<file path="config.mk">
export PLATFORM = sky130hd
export DESIGN_NAME = fpsa_ram
export DESIGN_NICKNAME = d
export VERILOG_FILES = /design/src/rtl/free_page_stack_allocator_macros.svh /design/src/rtl/fpsa_ram.sv
export SDC_FILE = /design/constraint.sdc
export NUM_CORES = 1
export LEC_CHECK = 0
export ABC_CLOCK_PERIOD_IN_PS = 3100
export BUFFER_PORTS_ARGS = -buffer_cell sky130_fd_sc_hd__buf_2
export CAP_MARGIN = 20
export CORE_UTILIZATION = 40
export CTS_CLUSTER_DIAMETER = 150
export DETAILED_ROUTE_END_ITERATION = 8
export GPL_TIMING_DRIVEN = 0
export HOLD_SLACK_MARGIN = 0.06
export PLACE_DENSITY_LB_ADDON = 0.25
export SLEW_MARGIN = 0
export SYNTH_ARGS = -nofsm -noshare
export SYNTH_HDL_FRONTEND = slang
export SYNTH_SLANG_ARGS = --single-unit
</file>
<file path="constraint.sdc">
create_clock -name clock -period 3.1 [get_ports clock]
set_input_delay 0.31 -clock clock [delete_from_list [all_inputs] [get_ports clock]]
set_output_delay 0.31 -clock clock [all_outputs]
set_load 0.05 [all_outputs]
</file>
<file path="src/rtl/free_page_stack_allocator_macros.svh">
// ---------------------------------------------------------------------------
// free page stack allocator assertion macros
// concurrent assertion wrappers, empty when SYNTHESIS is defined
// ---------------------------------------------------------------------------
`ifndef FREE_PAGE_STACK_ALLOCATOR_MACROS_SVH
`define FREE_PAGE_STACK_ALLOCATOR_MACROS_SVH

`ifndef SYNTHESIS
`define FPSA_ASSERT(label, clk, rst, prop) \
   label: assert property (@(posedge clk) disable iff (rst) (prop)) \
      else $error("assertion failed");
`define FPSA_ASSERT_ALWAYS(label, clk, prop) \
   label: assert property (@(posedge clk) (prop)) \
      else $error("assertion failed");
`else
`define FPSA_ASSERT(label, clk, rst, prop)
`define FPSA_ASSERT_ALWAYS(label, clk, prop)
`endif

`endif

</file>
<file path="src/rtl/fpsa_ram.sv">
// ---------------------------------------------------------------------------
// fpsa_ram
// single port synchronous ram, registered read
// ---------------------------------------------------------------------------
module fpsa_ram #(
   parameter int WIDTH = 8,
   parameter int DEPTH = 16
) (
   input  logic                     clock,
   input  logic                     wr_en,
   input  logic [$clog2(DEPTH)-1:0] addr,
   input  logic [WIDTH-1:0]         wr_data,
   output logic [WIDTH-1:0]         rd_data
);

   logic [WIDTH-1:0] mem_ff [DEPTH];
   logic [WIDTH-1:0] rd_data_ff;

   always_ff @(posedge clock) begin
      if (wr_en) begin
         mem_ff[addr] <= wr_data;
      end
      rd_data_ff <= mem_ff[addr];
   end

   assign rd_data = rd_data_ff;

endmodule
</file>
==> flow_summary.toml <==
[worst_setup_path]
crit_arrival_ns = 1.90
cp_data_required_time_ns = 3.13
crit_path_start_kind = "input port"
timing.critical_path.to_type = "flip-flop"
worstSetupPathType = "in2reg"
critPathMaxFanout = 10

[timing]
finalWorstPathRequiredPeriod_ns = 1.87
rsz0062_at_grt = "no"
fmaxAchievable_mhz = 536
finalClockSkew_ns = 0.00816
hold_viol_final = 0
period_share_pct = 60.2
max-slew-margin-rel_pct = 46.4
actual_transition_at_the_worst_max_transition_pin_ns = 0.801
setup_tns_ns = 0
number_of_endpoints_failing_setup_at_the_final_stage = 0
timing_max_transition_violations_final = 0

[route]
detailedRoute.firstPassIterationCount = 5
vias_per_cell = 5.14
wire_per_inst_um = 21.3
postRouteAntennaNets = 0
route.detailed.drc = 0
drt_wl_total_mm = 9.66
detailedRoute.firstIterationViolations = 227
routed-via-count = 2330

[synthesis]
synth.top_cells.by_area = "sky130_fd_sc_hd__edfxtp_1 76%, sky130_fd_sc_hd__mux4_2 14%, sky130_fd_sc_hd__dfxtp_1 3.2%, sky130_fd_sc_hd__a22oi_1 2.4%, sky130_fd_sc_hd__nor2_1 0.96%"
synth_largest_area_cell = "sky130_fd_sc_hd__edfxtp_1"
cell_area_after_synthesis_um2 = 5070
synth_seq_area_share_pct = 79.0
synthDistinctLibCells = 18
postSynthRegisterBits = 136
postSynthCellCount = 230
area_share_of_the_largest_cell_type_after_synthesis_pct = 75.9
yosys_warnings = 0
mappedNetlistNets = 244
synthesis.area_per_instance_um2 = 22.0

[final_layout]
layout.cells.most_common_list = "128 x sky130_fd_sc_hd__edfxtp_1, 32 x sky130_fd_sc_hd__mux4_2, 21 x sky130_fd_sc_hd__buf_2"
design.final.nets = 286
drive_above_1_share_pct = 31.9
layout_commonest_cell = "sky130_fd_sc_hd__edfxtp_1"
layout-area-overhead-vs-synth_pct = 18.6
num_antenna_cells = 0
n_fill_cell = 1008

[outcome]
status = "finished, final reports clean"

[clock_network]
postCtsSetupBuffers = 0
cts.hold.buffers_added = 0
htreeDepth = 4
clock_sink_count = 136
worst_skew_pair.late_latency_ns = 0.41
cts_tree = "yes"
clkTransAtPathRegs_ns = 0.06
ctsRootBufferMaster = "sky130_fd_sc_hd__clkbuf_16"
tritoncts.num_buffers = 17
ctsResizeCount = 0
cts.path.max_buffers = 2

[pwr]
vdd_ir_drop_max_v = 0.000439
p_leak_nw = 1.96
fin_total_pwr_mw = 4.37
power.density_cell_area_nw_per_um2 = 726

[grt]
global_route_wire_length_before_repair_mm = 14.8
grt_start_max_net_pins = 17
grt_overflow = 0
grt_util_all_layers_pct = 16.5
number_of_antenna_violations_at_the_first_check_in_global_routing = 0
grt_pass1_vias = 2385

[job]
maxCapViolations = 0

[floorplan]
effective_utilization_at_floorplan_pct = 41.7
die-height_um = 115
die_x_um = 115
floorplan.core_area_um2 = 12200
row_count = 40
io_pins = 22
design.die.area_um2 = 13100

[place]
hpwl_mm = 6.21
port_buffers = 19
gpl.final_weighted_congestion = 0.731

[worst_hold_path]
hold_wc_path_type = "in2reg"
## path summary, 6_finish.rpt
check	depth (start not counted)	from	slack [ns]	to
setup / recovery	4	addr[1]	1.23	mem_ff[11][0]
setup reg to reg	3	mem_ff[5][3]	1.70	rd_data[3]
hold / removal	1	wr_data[4]	0.31	mem_ff[7][4]
hold reg to reg	3	mem_ff[3][4]	0.72	rd_data[4]
## critical path: stages
cell,delay [ns]
sky130_fd_sc_hd__buf_2,0.26
sky130_fd_sc_hd__buf_1,0.43
sky130_fd_sc_hd__nand2_1,0.22
sky130_fd_sc_hd__nor2_1,0.66
## layout make-up
type / count / area [um2] / area share, %
plain buffers: 11 / 60.1 / 0.999
multi-input cells: 83 / 1000 / 16.7
flip-flops and latches: 136 / 4000 / 66.6
clock buffers: 18 / 429 / 7.14
clock inverters: 14 / 180 / 3.00
well taps: 168 / 210 / 3.50
repair buffers: 23 / 125 / 2.08
## synthesized netlist by cell type
cell type / instances
sky130_fd_sc_hd__buf_1: 4
sky130_fd_sc_hd__a22oi_1: 16
sky130_fd_sc_hd__clkbuf_2: 1
sky130_fd_sc_hd__clkbuf_1: 2
sky130_fd_sc_hd__nor3_1: 4
sky130_fd_sc_hd__dfxtp_1: 8
sky130_fd_sc_hd__mux4_2: 32
sky130_fd_sc_hd__nand2_1: 9
sky130_fd_sc_hd__nor2_1: 13
sky130_fd_sc_hd__or3b_2: 1
sky130_fd_sc_hd__buf_6: 2
sky130_fd_sc_hd__edfxtp_1: 128
sky130_fd_sc_hd__buf_2: 2
sky130_fd_sc_hd__nor2b_1: 2
sky130_fd_sc_hd__nand2b_1: 2
sky130_fd_sc_hd__nand3b_1: 2
sky130_fd_sc_hd__and2_1: 1
sky130_fd_sc_hd__nand3_1: 1
## stage by stage
stage          cells  setup WS (ns)  instance area (um2)  hold WS [ns]  utilization, %
2_1_floorplan    230           1.30                 5070         0.409               -
3_3_place_gp     417          0.636                 5370         0.693            44.2
3_5_place_dp     421          0.749                 5400         0.701            44.4
4_1_cts          453           1.20                 6010         0.303            49.4
5_1_grt          453           1.03                 6010         0.313            49.4
6_report         453           1.23                 6010         0.313            49.4
## where the power goes
| part | internal, mW | switching (mW) |
|---|---|---|
| Sequential | 2.06 | 0.00925 |
| Combinational | 0.0789 | 0.156 |
| Clock | 1.34 | 0.730 |
| Total | 3.47 | 0.895 |
## logic make-up after synthesis
logic type             count (synthesis)  share of synthesized area [%]
AO/OA/AOI/OAI                         16                           2.37
buffers and inverters                 11                           1.19
AND/OR/NAND/NOR                       35                           3.21
multiplexers                          32                           14.2
flip-flops                           136                           79.0
## routing by layer
layer / up-vias / global-route usage, % / wire length (um)
met5: - / 0 / 0
met4: 0 / 6.58 / 50
met3: 4 / 3.55 / 563
met2: 66 / 25.1 / 4670
met1: 1214 / 23.4 / 4380
li1: 1046 / - / -
## state kept, by name, indices dropped and copies added (netlist names)
register,flops
mem_ff,128
rd_data,8
(Power assumes the default switching activity.)
